==> config.mk <==
export PLATFORM = sky130hd
export DESIGN_NAME = led_matrix_scroll_scanner
export DESIGN_NICKNAME = d
export VERILOG_FILES = /design/src/hdl/lmss_pkg.sv /design/src/hdl/led_matrix_scroll_scanner.sv
export SDC_FILE = /design/constraint.sdc
export NUM_CORES = 2
export LEC_CHECK = 0
export BUFFER_PORTS_ARGS = -buffer_cell sky130_fd_sc_hd__buf_2
export CORE_ASPECT_RATIO = 0.75
export CORE_MARGIN = 4
export CORE_UTILIZATION = 55
export CTS_CLUSTER_DIAMETER = 200
export DETAILED_ROUTE_END_ITERATION = 6
export PLACE_DENSITY = 0.77
export SLEW_MARGIN = 5
export SYNTH_ARGS = -nofsm -noshare
export SYNTH_HDL_FRONTEND = slang
export SYNTH_SLANG_ARGS = --single-unit
==> constraint.sdc <==
create_clock -name aclk -period 7.5 [get_ports aclk]
set_clock_uncertainty 0.2 [all_clocks]
set_input_delay 2.25 -clock aclk [delete_from_list [all_inputs] [get_ports aclk]]
set_output_delay 2.25 -clock aclk [all_outputs]
set_load 0.05 [all_outputs]
==> src/hdl/lmss_pkg.sv <==
// Shared constants and types for the LED matrix scroll scanner.
`timescale 1ns / 1ps

package lmss_pkg;

    // Default geometry of the glyph store.
    localparam int DEF_MAX_CHARS  = 32;
    localparam int DEF_GLYPH_ROWS = 7;

    // Fixed matrix width and field widths.
    localparam int GLYPH_COLUMNS = 5;
    localparam int ROW_BITS_W    = 5;
    localparam int OP_W          = 2;
    localparam int SLOT_IN_W     = 5;
    localparam int ROW_IN_W      = 3;
    localparam int COL_W         = 3;
    localparam int HOLD_W        = 16;
    localparam int TEXT_LEN_W    = 6;
    localparam int BRIGHT_W      = 8;
    localparam int CFG_DATA_W    = 8;
    localparam int CFG_IDX_W     = 1;

    // Operation codes of an input word.
    typedef enum logic [OP_W-1:0] {
        OP_LOAD   = 2'd0,
        OP_SCROLL = 2'd1,
        OP_SHIFT  = 2'd2
    } op_t;

    // Configuration register indexes.
    localparam logic [CFG_IDX_W-1:0] REG_TEXT_LENGTH = 1'b0;
    localparam logic [CFG_IDX_W-1:0] REG_BRIGHTNESS  = 1'b1;

    // Reset hold time is the square of the reset brightness of 16.
    localparam logic [HOLD_W-1:0] HOLD_RESET = 16'd256;

endpackage

==> src/hdl/led_matrix_scroll_scanner.sv <==
// Column-major LED matrix scanner with a glyph memory and a scroll offset.
// A shift word's result is registered in front of the memory, then in the output stage.
// Throughput: one word per cycle while the output takes words and no rebase runs;
// the glyph memory is read once per bit. A text_length write stalls the input
// while a remainder unit rebases the slot and offset to the new length.
// Reset clears the scan counters, scroll offset and pending scroll, sets length 1
// and brightness 16; the glyph memory is not cleared and must be loaded first.
`timescale 1ns / 1ps

module led_matrix_scroll_scanner #(
    parameter int MAX_CHARS  = lmss_pkg::DEF_MAX_CHARS,
    parameter int GLYPH_ROWS = lmss_pkg::DEF_GLYPH_ROWS
) (
    input  logic                              aclk,
    input  logic                              aresetn,
    // Configuration write port
    input  logic                              cfg_wr_en,
    input  logic [lmss_pkg::CFG_IDX_W-1:0]    cfg_index,
    input  logic [lmss_pkg::CFG_DATA_W-1:0]   cfg_wr_data,
    // Input channel
    input  logic                              s_valid,
    output logic                              s_ready,
    input  logic [lmss_pkg::OP_W-1:0]         s_operation,
    input  logic [lmss_pkg::SLOT_IN_W-1:0]    s_char_slot,
    input  logic [lmss_pkg::ROW_IN_W-1:0]     s_glyph_row,
    input  logic [lmss_pkg::ROW_BITS_W-1:0]   s_row_bits,
    // Result channel
    output logic                              m_valid,
    input  logic                              m_ready,
    output logic                              m_data_bit,
    output logic                              m_column_strobe,
    output logic [lmss_pkg::COL_W-1:0]        m_column_index,
    output logic [lmss_pkg::HOLD_W-1:0]       m_hold_us,
    output logic                              m_frame_last
);

    import lmss_pkg::*;

    localparam int SLOT_W = (MAX_CHARS > 1) ? $clog2(MAX_CHARS) : 1;
    localparam int LEN_W  = $clog2(MAX_CHARS + 1);
    localparam int ROW_W  = (GLYPH_ROWS > 1) ? $clog2(GLYPH_ROWS) : 1;
    localparam int DEPTH  = MAX_CHARS * GLYPH_ROWS;
    localparam int ADDR_W = (DEPTH > 1) ? $clog2(DEPTH) : 1;
    localparam int STEP_W = (SLOT_W > 1) ? $clog2(SLOT_W) : 1;
    localparam int NORM_W = LEN_W + SLOT_W;
    localparam int CNT_W  = LEN_W + 1;

    localparam logic [LEN_W-1:0]  MAX_LEN    = LEN_W'(MAX_CHARS);
    localparam logic [ROW_W-1:0]  ROW_LAST   = ROW_W'(GLYPH_ROWS - 1);
    localparam logic [COL_W-1:0]  COL_LAST   = COL_W'(GLYPH_COLUMNS - 1);
    localparam logic [STEP_W-1:0] STEP_FIRST = STEP_W'(SLOT_W - 1);

    // Configuration and scan state
    logic [LEN_W-1:0]      len_reg;
    logic [HOLD_W-1:0]     hold_reg;
    logic [SLOT_W-1:0]     off_raw_reg;
    logic [SLOT_W-1:0]     off_mod_reg;
    logic [SLOT_W-1:0]     slot_raw_reg;
    logic [SLOT_W-1:0]     slot_mod_reg;
    logic [ROW_W-1:0]      row_reg;
    logic [COL_W-1:0]      col_reg;
    logic                  pend_reg;

    // Remainder unit that rebases slot and offset after a length change
    logic                  busy_reg;
    logic [STEP_W-1:0]     step_reg;
    logic [SLOT_W-1:0]     w_slot_reg;
    logic [SLOT_W-1:0]     w_off_reg;
    logic [SLOT_W-1:0]     w_slot_next;
    logic [SLOT_W-1:0]     w_off_next;
    logic [NORM_W-1:0]     trial;

    // Pipeline stage in front of the memory
    logic                  s1_valid_reg;
    logic                  s1_shift_reg;
    logic [ADDR_W-1:0]     s1_addr_reg;
    logic [ROW_BITS_W-1:0] s1_wdata_reg;
    logic [COL_W-1:0]      s1_col_reg;
    logic                  s1_strobe_reg;
    logic                  s1_last_reg;

    // Output stage, fed by the memory read
    logic                  s2_valid_reg;
    logic [COL_W-1:0]      s2_col_reg;
    logic                  s2_strobe_reg;
    logic                  s2_last_reg;
    logic [ROW_BITS_W-1:0] rd_reg;

    logic [ROW_BITS_W-1:0] glyph_mem [DEPTH];

    // Handshake and pipeline movement
    logic                  adv;
    logic                  s1_go;
    logic                  s_fire;
    logic                  load_ok;
    logic                  fire_load;
    logic                  fire_scroll;
    logic                  fire_shift;

    // Scan arithmetic
    logic                  frame_start;
    logic [CNT_W-1:0]      off_inc;
    logic [SLOT_W-1:0]     off_step;
    logic [SLOT_W-1:0]     off_use;
    logic [CNT_W-1:0]      ch_sum;
    logic [SLOT_W-1:0]     ch;
    logic                  row_end;
    logic [CNT_W-1:0]      slot_inc;
    logic                  slot_end;
    logic                  col_end;
    logic [ADDR_W-1:0]     rd_addr;
    logic [ADDR_W-1:0]     wr_addr;

    // Configuration decode
    logic [TEXT_LEN_W-1:0] text_len;
    logic [LEN_W-1:0]      len_clamped;
    logic [BRIGHT_W-1:0]   bright;
    logic [HOLD_W-1:0]     hold_next;

    // The pipeline moves whenever the output stage is free or being taken.
    assign adv     = !s2_valid_reg || m_ready;
    assign s1_go   = s1_valid_reg && adv;
    assign s_ready = !busy_reg && (!s1_valid_reg || adv);
    assign s_fire  = s_valid && s_ready;

    // Decode the accepted word.
    always_comb begin
        load_ok = (32'(s_char_slot) < MAX_CHARS) && (32'(s_glyph_row) < GLYPH_ROWS);
        fire_load   = 1'b0;
        fire_scroll = 1'b0;
        fire_shift  = 1'b0;
        case (op_t'(s_operation))
            OP_LOAD:   fire_load   = s_fire && load_ok;
            OP_SCROLL: fire_scroll = s_fire;
            OP_SHIFT:  fire_shift  = s_fire;
            default:   ;
        endcase
    end

    // Clamp the text length and square the brightness for the hold time.
    always_comb begin
        text_len = cfg_wr_data[TEXT_LEN_W-1:0];
        if (text_len == '0) begin
            len_clamped = LEN_W'(1);
        end else if (32'(text_len) > MAX_CHARS) begin
            len_clamped = MAX_LEN;
        end else begin
            len_clamped = LEN_W'(text_len);
        end
        bright    = cfg_wr_data[BRIGHT_W-1:0];
        hold_next = HOLD_W'(bright) * HOLD_W'(bright);
    end

    // One restoring remainder step per cycle on both working values.
    always_comb begin
        trial = NORM_W'(len_reg) << step_reg;
        if (NORM_W'(w_slot_reg) >= trial) begin
            w_slot_next = SLOT_W'(NORM_W'(w_slot_reg) - trial);
        end else begin
            w_slot_next = w_slot_reg;
        end
        if (NORM_W'(w_off_reg) >= trial) begin
            w_off_next = SLOT_W'(NORM_W'(w_off_reg) - trial);
        end else begin
            w_off_next = w_off_reg;
        end
    end

    // Character index, memory addresses and counter wrap conditions.
    // Slot and offset are both kept below the length, so one subtract wraps the sum.
    always_comb begin
        frame_start = (col_reg == '0) && (slot_raw_reg == '0) && (row_reg == '0) && pend_reg;
        off_inc     = CNT_W'(off_mod_reg) + CNT_W'(1);
        off_step    = (off_inc == CNT_W'(len_reg)) ? '0 : SLOT_W'(off_inc);
        off_use     = frame_start ? off_step : off_mod_reg;
        ch_sum      = CNT_W'(slot_mod_reg) + CNT_W'(off_use);
        if (ch_sum >= CNT_W'(len_reg)) begin
            ch = SLOT_W'(ch_sum - CNT_W'(len_reg));
        end else begin
            ch = SLOT_W'(ch_sum);
        end
        rd_addr  = ADDR_W'(32'(ch) * GLYPH_ROWS + 32'(row_reg));
        wr_addr  = ADDR_W'(32'(s_char_slot) * GLYPH_ROWS + 32'(s_glyph_row));
        row_end  = (row_reg == ROW_LAST);
        slot_inc = CNT_W'(slot_raw_reg) + CNT_W'(1);
        slot_end = row_end && (slot_inc >= CNT_W'(len_reg));
        col_end  = slot_end && (col_reg == COL_LAST);
    end

    // Configuration, scan counters, scroll offset and the remainder unit.
    always_ff @(posedge aclk) begin
        if (!aresetn) begin
            len_reg      <= LEN_W'(1);
            hold_reg     <= HOLD_RESET;
            off_raw_reg  <= '0;
            off_mod_reg  <= '0;
            slot_raw_reg <= '0;
            slot_mod_reg <= '0;
            row_reg      <= '0;
            col_reg      <= '0;
            pend_reg     <= 1'b0;
            busy_reg     <= 1'b0;
            step_reg     <= '0;
            w_slot_reg   <= '0;
            w_off_reg    <= '0;
        end else begin
            if (fire_scroll) begin
                pend_reg <= 1'b1;
            end
            if (fire_shift) begin
                if (frame_start) begin
                    off_raw_reg <= off_step;
                    off_mod_reg <= off_step;
                    pend_reg    <= 1'b0;
                end
                if (row_end) begin
                    row_reg <= '0;
                    if (slot_end) begin
                        slot_raw_reg <= '0;
                        slot_mod_reg <= '0;
                        col_reg      <= col_end ? '0 : col_reg + COL_W'(1);
                    end else begin
                        slot_raw_reg <= SLOT_W'(slot_inc);
                        slot_mod_reg <= slot_mod_reg + SLOT_W'(1);
                    end
                end else begin
                    row_reg <= row_reg + ROW_W'(1);
                end
            end
            if (cfg_wr_en) begin
                case (cfg_index)
                    REG_TEXT_LENGTH: begin
                        len_reg    <= len_clamped;
                        busy_reg   <= 1'b1;
                        step_reg   <= STEP_FIRST;
                        w_slot_reg <= slot_raw_reg;
                        w_off_reg  <= off_raw_reg;
                    end
                    REG_BRIGHTNESS: begin
                        hold_reg <= hold_next;
                    end
                    default: ;
                endcase
            end
            // A brightness write does not hold back the remainder steps.
            if (busy_reg && !(cfg_wr_en && (cfg_index == REG_TEXT_LENGTH))) begin
                w_slot_reg <= w_slot_next;
                w_off_reg  <= w_off_next;
                step_reg   <= step_reg - STEP_W'(1);
                if (step_reg == '0) begin
                    busy_reg     <= 1'b0;
                    slot_mod_reg <= w_slot_next;
                    off_mod_reg  <= w_off_next;
                end
            end
        end
    end

    // Pipeline valid flags.
    always_ff @(posedge aclk) begin
        if (!aresetn) begin
            s1_valid_reg <= 1'b0;
            s2_valid_reg <= 1'b0;
        end else begin
            if (s_ready || adv) begin
                s1_valid_reg <= fire_load || fire_shift;
            end
            if (adv) begin
                s2_valid_reg <= s1_valid_reg && s1_shift_reg;
            end
        end
    end

    // Pipeline payload.
    always_ff @(posedge aclk) begin
        if (s_fire) begin
            s1_shift_reg  <= fire_shift;
            s1_addr_reg   <= fire_shift ? rd_addr : wr_addr;
            s1_wdata_reg  <= s_row_bits;
            s1_col_reg    <= col_reg;
            s1_strobe_reg <= slot_end;
            s1_last_reg   <= col_end;
        end
        if (s1_go && s1_shift_reg) begin
            s2_col_reg    <= s1_col_reg;
            s2_strobe_reg <= s1_strobe_reg;
            s2_last_reg   <= s1_last_reg;
        end
    end

    // Glyph memory: loads and reads leave the same stage in order.
    always_ff @(posedge aclk) begin
        if (s1_go && !s1_shift_reg) begin
            glyph_mem[s1_addr_reg] <= s1_wdata_reg;
        end
        if (s1_go && s1_shift_reg) begin
            rd_reg <= glyph_mem[s1_addr_reg];
        end
    end

    // Result word.
    assign m_valid         = s2_valid_reg;
    assign m_data_bit      = (32'(s2_col_reg) < ROW_BITS_W) ? rd_reg[s2_col_reg] : 1'b0;
    assign m_column_strobe = s2_strobe_reg;
    assign m_column_index  = s2_col_reg;
    assign m_hold_us       = s2_strobe_reg ? hold_reg : '0;
    assign m_frame_last    = s2_last_reg;

`ifndef SYNTHESIS
    // A length write stops input while the remainder unit runs.
    assert property (@(posedge aclk) disable iff (!aresetn)
        (cfg_wr_en && (cfg_index == REG_TEXT_LENGTH)) |=> !s_ready)
        else $error("input accepted right after a length write");

    // Outside a rebase the slot and offset stay below the length.
    assert property (@(posedge aclk) disable iff (!aresetn)
        !busy_reg |-> ((LEN_W'(slot_mod_reg) < len_reg) && (LEN_W'(off_mod_reg) < len_reg)))
        else $error("slot or offset not reduced below the length");

    // The last bit of a frame always ends a column.
    assert property (@(posedge aclk) disable iff (!aresetn)
        (m_valid && m_frame_last) |-> m_column_strobe)
        else $error("frame end without a column strobe");

    // A word stalled at the output keeps its strobe and column.
    assert property (@(posedge aclk) disable iff (!aresetn)
        (m_valid && !m_ready) |=> (m_valid && $stable(m_column_index) && $stable(m_column_strobe)))
        else $error("stalled result word changed");
`endif

endmodule
# Word-level counts from Yosys, hierarchy flattened

Memory sizes are Yosys's and may differ from the RTL's. A register that Yosys moved wholly into a read port is not among the register bits.
Index checks and enable logic that the tools add are counted.

$add $sub $neg: 12
$mul: 3
$lt $le $gt $ge: 8
Equal/unequal tests: 6
Shift operators: 1
Multiplexer cells: 44
Bitwise operators: 1
Reductions and logical operators: 36

Operators with widths:

| cell                  | number |
|---|---|
| $mux W5               | 20 |
| $ge A5 B11 Y1         | 2 |
| $add A8 B3 Y8         | 2 |
| $mul A5 B3 Y8 const B | 2 |
| $mul A8 B8 Y16        | 1 |
| $mux W16              | 1 |
| $mux W3               | 5 |
| $sub A5 B5 Y5         | 3 |
| $logic_and A1 B1 Y1   | 14 |
| $mux W1               | 14 |
| $add A5 B1 Y6 const B | 2 |
| $ge A6 B6 Y1          | 2 |
| $mux W6               | 2 |
| $shl A6 B3 Y11        | 1 |
| $reduce_and A2 Y1     | 5 |
| $logic_not A3 Y1      | 3 |
| $mux W8               | 1 |
| $add A3 B1 Y3 const B | 2 |
| $add A5 B5 Y6         | 1 |
| $eq A3 B3 Y1 const B  | 2 |
| $eq A6 B6 Y1          | 1 |
| $gt A6 B6 Y1 const B  | 1 |
| $logic_not A6 Y1      | 1 |
| $lt A3 B3 Y1 const B  | 2 |
| other kinds (14)      | 21 |

Bits in registers: 89
RAM bits: 1120
Input bits: 29
Output and inout bits: 24
Word-level logic and storage cells: 136
Memories kept: 1

Memories:

| memory    | words | width | rd ports | clocked after memory_dff | write ports | RTL line                        | RTL |
|---|---|---|---|---|---|---|---|
| glyph_mem | 224   | 5     | 1        | 1                        | 1           | led_matrix_scroll_scanner.sv:89 | `logic [ROW_BITS_W-1:0] glyph_mem [DEPTH];` |

# Logic depth before layout (Yosys ltp)

Depth in word-level cells: 11
Depth in mapped cells: 30
Mapped depth without buffers: 29

# Least setup slack after synthesis

Ideal clock, no wire load.

Path kind: reg2reg
Start point: reg off_mod_reg[0]
End point: reg s1_addr_reg[7] (data pin)
Library setup time: 269 ps
Arrival: 6364 ps
Required time: 7031 ps
Path slack: 667 ps
Stages on the path, launching flop included: 30
Path buffers: 0
Period minus slack after synthesis: 6833 ps
Cell sequence: dfxtp_1 ha_1 xor3_1 nor3_1 o2111a_1 nand2b_1 o21ai_0 ha_1 fa_1 a21o_1 a21oi_1 xnor2_1 ha_1 and3_1 a31oi_1 nand2_1 a21oi_1 mux2i_1 xor2_1 ha_1 inv_1 fa_1 inv_1 fa_1 a21o_1 a21oi_1 o21bai_1 a21oi_1 xor2_1 o21ai_0

Cells in the longest elaborated chain, start to end: 10

RTL lines:

| item                                          | RTL line                                                           | RTL |
|---|---|---|
| start, declared                               | led_matrix_scroll_scanner.sv:57                                    | `logic [SLOT_W-1:0] off_mod_reg;` |
| start signal, assigned                        | led_matrix_scroll_scanner.sv:213                                   | `off_mod_reg <= off_step;` |
| start signal, assigned                        | led_matrix_scroll_scanner.sv:253                                   | `off_mod_reg <= w_off_next;` |
| $add A5 B1 Y6                                 | led_matrix_scroll_scanner.sv:173                                   | `off_inc = CNT_W'(off_mod_reg) + CNT_W'(1);` |
| $eq A6 B6 Y1                                  | led_matrix_scroll_scanner.sv:174                                   | `off_step = (off_inc == CNT_W'(len_reg)) ? '0 : SLOT_W'(off_inc);` |
| $mux W5                                       | led_matrix_scroll_scanner.sv:174                                   |  |
| $mux W5 *                                     | led_matrix_scroll_scanner.sv:175                                   | `off_use = frame_start ? off_step : off_mod_reg;` |
| $add A5 B5 Y6 *                               | led_matrix_scroll_scanner.sv:176                                   | `ch_sum = CNT_W'(slot_mod_reg) + CNT_W'(off_use);` |
| $sub A5 B5 Y5 or $ge A6 B6 Y1 (tied branches) | led_matrix_scroll_scanner.sv:178, led_matrix_scroll_scanner.sv:177 |  |
| $mux W5 *                                     | led_matrix_scroll_scanner.sv:177                                   | `if (ch_sum >= CNT_W'(len_reg)) begin` |
| $mul A5 B3 Y8 *                               | led_matrix_scroll_scanner.sv:182                                   | `rd_addr = ADDR_W'(32'(ch) * GLYPH_ROWS + 32'(row_reg));` |
| $add A8 B3 Y8 *                               | led_matrix_scroll_scanner.sv:182                                   |  |
| $mux W8 *                                     | led_matrix_scroll_scanner.sv:278                                   | `s1_addr_reg <= fire_shift ? rd_addr : wr_addr;` |
| end signal, assigned                          | led_matrix_scroll_scanner.sv:278                                   |  |
| end, declared                                 | led_matrix_scroll_scanner.sv:76                                    | `logic [ADDR_W-1:0] s1_addr_reg;` |

Every way passes the cells marked *; elsewhere a longest branch is shown, timed or not.
A chain may end at the register's enable or synchronous reset.

# Worst setup path in the final report

Start point: reg row_reg[1]
End point: reg s1_addr_reg[6] (data pin)

Cells in the longest elaborated chain, start to end: 10

RTL lines:

| item                                          | RTL line                                                           | RTL |
|---|---|---|
| start, declared                               | led_matrix_scroll_scanner.sv:60                                    | `logic [ROW_W-1:0] row_reg;` |
| start signal, assigned                        | led_matrix_scroll_scanner.sv:227                                   | `row_reg <= row_reg + ROW_W'(1);` |
| $logic_not A3 Y1                              | led_matrix_scroll_scanner.sv:172                                   | `frame_start = (col_reg == '0) && (slot_raw_reg == '0) && (row_reg == '0) && pend_reg;` |
| $logic_and A1 B1 Y1 (2 in a row)              | led_matrix_scroll_scanner.sv:172                                   |  |
| $mux W5                                       | led_matrix_scroll_scanner.sv:175                                   |  |
| $add A5 B5 Y6                                 | led_matrix_scroll_scanner.sv:176                                   |  |
| $sub A5 B5 Y5 or $ge A6 B6 Y1 (tied branches) | led_matrix_scroll_scanner.sv:178, led_matrix_scroll_scanner.sv:177 |  |
| $mux W5                                       | led_matrix_scroll_scanner.sv:177                                   |  |
| $mul A5 B3 Y8                                 | led_matrix_scroll_scanner.sv:182                                   |  |
| $add A8 B3 Y8 *                               | led_matrix_scroll_scanner.sv:182                                   |  |
| $mux W8 *                                     | led_matrix_scroll_scanner.sv:278                                   |  |

Marked as above.

==> run_results.csv <==
group,metric,value,unit
run_status,status,"finished clean",
synthesis,synth.top_cells.by_area,"sky130_fd_sc_hd__edfxtp_1, sky130_fd_sc_hd__mux4_2, sky130_fd_sc_hd__dfxtp_1, sky130_fd_sc_hd__ha_1, sky130_fd_sc_hd__nor2_1",
synthesis,area_leader_netlist,"sky130_fd_sc_hd__edfxtp_1",
synthesis,syn_area,51500,um^2
global_routing,vias_in_the_first_global_route,28100,
detailed_routing,drc_violations_left,0,
setup_path,worst_path_dominant_cell_family,"adder cells",
die,floorplan.rows,96,
placement,placed_area,52900,um^2
synthesis,part_of_the_yosys_area_used_for_sequential_elements,69.5,%
global_routing,maximum_number_of_pins_on_one_net_before_global_route_repair,225,
synthesis,synthesis.nets,3068,
clocking,total_of_hold_buffers_inserted_after_clock_tree_synthesis,0,
detailed_routing,vias,27800,
setup_path,setup.worst_path.start_class,"flop",
power,static-leakage-power,18.4,nW
die,die_area,98600,um^2
setup_path,critPathKind,"flop to flop",
hold_path,worstHoldPathType,"flop to flop",
cells_and_area,nFillCells,6144,
die,die_height,273,um
timing,least_margin_pin_slew,1280,ps
detailed_routing,detail_route.first_pass.iterations,6,
timing,fmax,142,MHz
global_routing,total_global_route_track_usage,24.6,%
die,floorplan.initialDensity,55.9,%
synthesis,synthFlopType,"sky130_fd_sc_hd__edfxtp_1",
setup_path,crit_path_dat,7260,ps
synthesis,yosys_warnings,0,
synthesis,synth_edf_count,1149,
detailed_routing,post_drt_wl_per_cell,28.1,um
setup_path,r2r_start,"row_reg[1]$_SDFFE_PN0P_",
setup_path,max_stage_delay,550,ps
placement,gp_routability_congestion,0.869,
setup_path,critical_path_buf_inv_count,3,
synthesis,synth_top_area_share,67.0,%
clocking,clk_pin_slew_worst_paths,70,ps
setup_path,cp_num_cells,28,
setup_path,reg2reg_setup_slack,470,ps
detailed_routing,post_drt_via_cell_ratio,6.53,
power,power_density,288,nW/um^2
cells_and_area,finalNetCount,3104,
setup_path,r2r_end,"s1_addr_reg[6]$_DFFE_PP_",
setup_path,critPathCapture,"s1_addr_reg[6]$_DFFE_PP_",
timing,period_minus_slack,7030,ps
setup_path,worst_setup_path_startpoint,"row_reg[1]$_SDFFE_PN0P_",
die,horizontal_die_dimension,361,um
timing,post-route-period-util,93.7,%
clocking,clk-insertion-delay-late,700,ps
synthesis,postSynthRegisterBits,1213,
timing,slew_viol_final,0,
cells_and_area,final_layout_size_suffix_gt1_share,20.1,%
clocking,root_buffer,"sky130_fd_sc_hd__clkbuf_16",
clocking,clock_sink_count,1213,
timing,max-slew-margin-rel,14.8,%
setup_path,worstPathMaxFanout,8,
synthesis,synthArstFlopShare,0,%
detailed_routing,count_of_routing_violations_after_the_opening_detailed_route_iteration,3920,
global_routing,antenna_violations_before_repair,1,
setup_path,critical-path-slowest-cell,"sky130_fd_sc_hd__or4_1",
clocking,clockBufferDepth,3,
cells_and_area,largest_register_ffs,1120,
synthesis,netlist_instances,2908,
timing,rsz0062_at_grt,"false",
global_routing,grt_first_pass_wirelength,182,mm
cells_and_area,layout.cells.most_common_list,"sky130_fd_sc_hd__edfxtp_1, sky130_fd_sc_hd__mux4_2, sky130_fd_sc_hd__nor2_1",
clocking,cts_inserted_buffers,109,
cells_and_area,fin_area,56600,um^2
run,maxCapViolations,0,
detailed_routing,route.antenna.remaining_nets,0,
timing,finalSetupViolations,0,
clocking,tritoncts,"done",
cells_and_area,mostFrequentLayoutCell,"sky130_fd_sc_hd__edfxtp_1",
die,floorplan.io_pins,53,
cells_and_area,synth_to_layout_area_growth,9.92,%
die,fp.coreArea,92100,um^2
clocking,htree_levels,3,
setup_path,critPathCaptureType,"flop",
detailed_routing,routed_wirelength,120,mm
placement,io_buffers,51,
setup_path,cp_data_required_time,7730,ps
synthesis,synthDistinctLibCells,74,
setup_path,r2r.worst_path.cells,28,
power,worst_ir_drop_vdd,201,uV
timing,setup-tns-final,0,ps
global_routing,grt_overflow,0,
timing,finalHoldViolCount,0,
synthesis,postSynthAreaPerCell,17.7,um^2
placement,hpwl,72.3,mm
[per-layer routing]
layer | up-vias | track usage (%) | wire length (um)
li1 | 11600 | - | -
met1 | 14200 | 35.4 | 46500
met5 | - | 0 | 0
met4 | 0 | 7.85 | 3930
met3 | 261 | 5.59 | 12900
met2 | 1731 | 38.2 | 56600
[power breakdown]
| part | leakage [nW] | switching, mW | internal, mW |
|---|---|---|---|
| clock network | 1.80 | 2.45 | 3.24 |
| logic | 5.79 | 1.89 | 1.15 |
| registers | 10.9 | 0.0664 | 7.48 |
[synthesized netlist by cell type (all sizes together), types with 26 or more instances]
cell and n:
a21oi 104, xnor2 31, a22oi 41, a22o 26, ha 93, mux4 298
mux2i 33, inv 87, dfxtp 64, fa 38, clkbuf 97, nor2 275
edfxtp 1149, o21ai 45, and2 41, buf 76, nand3 40, nand2 102
[area by class of cell]
| type | count | area [um^2] | share of cell area [%] |
|---|---|---|---|
| tap | 1225 | 1530 | 2.71 |
| inverter | 87 | 327 | 0.577 |
| multi-input combinational | 1435 | 14600 | 25.8 |
| sequential | 1213 | 35800 | 63.2 |
| clock buffer | 132 | 2900 | 5.12 |
| clock inverter | 72 | 769 | 1.36 |
| antenna | 1 | 2.50 | 0.00442 |
| timing repair buffer | 98 | 683 | 1.21 |
[logic make-up (layout without fill, tap and decap cells)]
logic type	after synthesis	count (layout)	share of synthesized area (%)
buffers and inverters	260	389	2.32
other	1	2	0.00728
flip-flops	1213	1213	69.5
XOR/XNOR	51	51	0.950
AND/OR/NAND/NOR	554	554	4.83
AO/OA/AOI/OAI	351	351	4.62
multiplexers	347	347	14.0
adder cells (fa/ha/maj)	131	131	3.74
[per-stage QoR]
step	setup WS [ps]	power, mW	hold WS [ps]	cells	utilization (%)
finish	469	16.3	228	4263	61.4
global route	42.5	16.8	247	4262	61.4
CTS	72.7	16.3	230	4258	61.4
detailed placement	76.8	10.6	212	4054	57.4
global placement	326	10.6	203	4054	57.4
floorplan	667	9.69	200	2908	-
[what timing repair did]
action	CTS	global route
setup endpoints to repair	0	4
setup buffers	0	4
resized for setup	0	9
[worst min-delay path by stage]
stage / from / to / depth (start not counted)
after floorplan: s1_col_reg[0]$_DFFE_PP_ / m_column_index[0]$_DFFE_PP_ / 0
after global routing: s1_col_reg[1]$_DFFE_PP_ / m_column_index[1]$_DFFE_PP_ / 0
after CTS: s1_col_reg[2]$_DFFE_PP_ / m_column_index[2]$_DFFE_PP_ / 0
final: s1_col_reg[2]$_DFFE_PP_ / m_column_index[2]$_DFFE_PP_ / 0
after global placement: s1_col_reg[0]$_DFFE_PP_ / m_column_index[0]$_DFFE_PP_ / 0
after detailed placement: s1_col_reg[0]$_DFFE_PP_ / m_column_index[0]$_DFFE_PP_ / 0
Power figures use the tool's default switching activity.
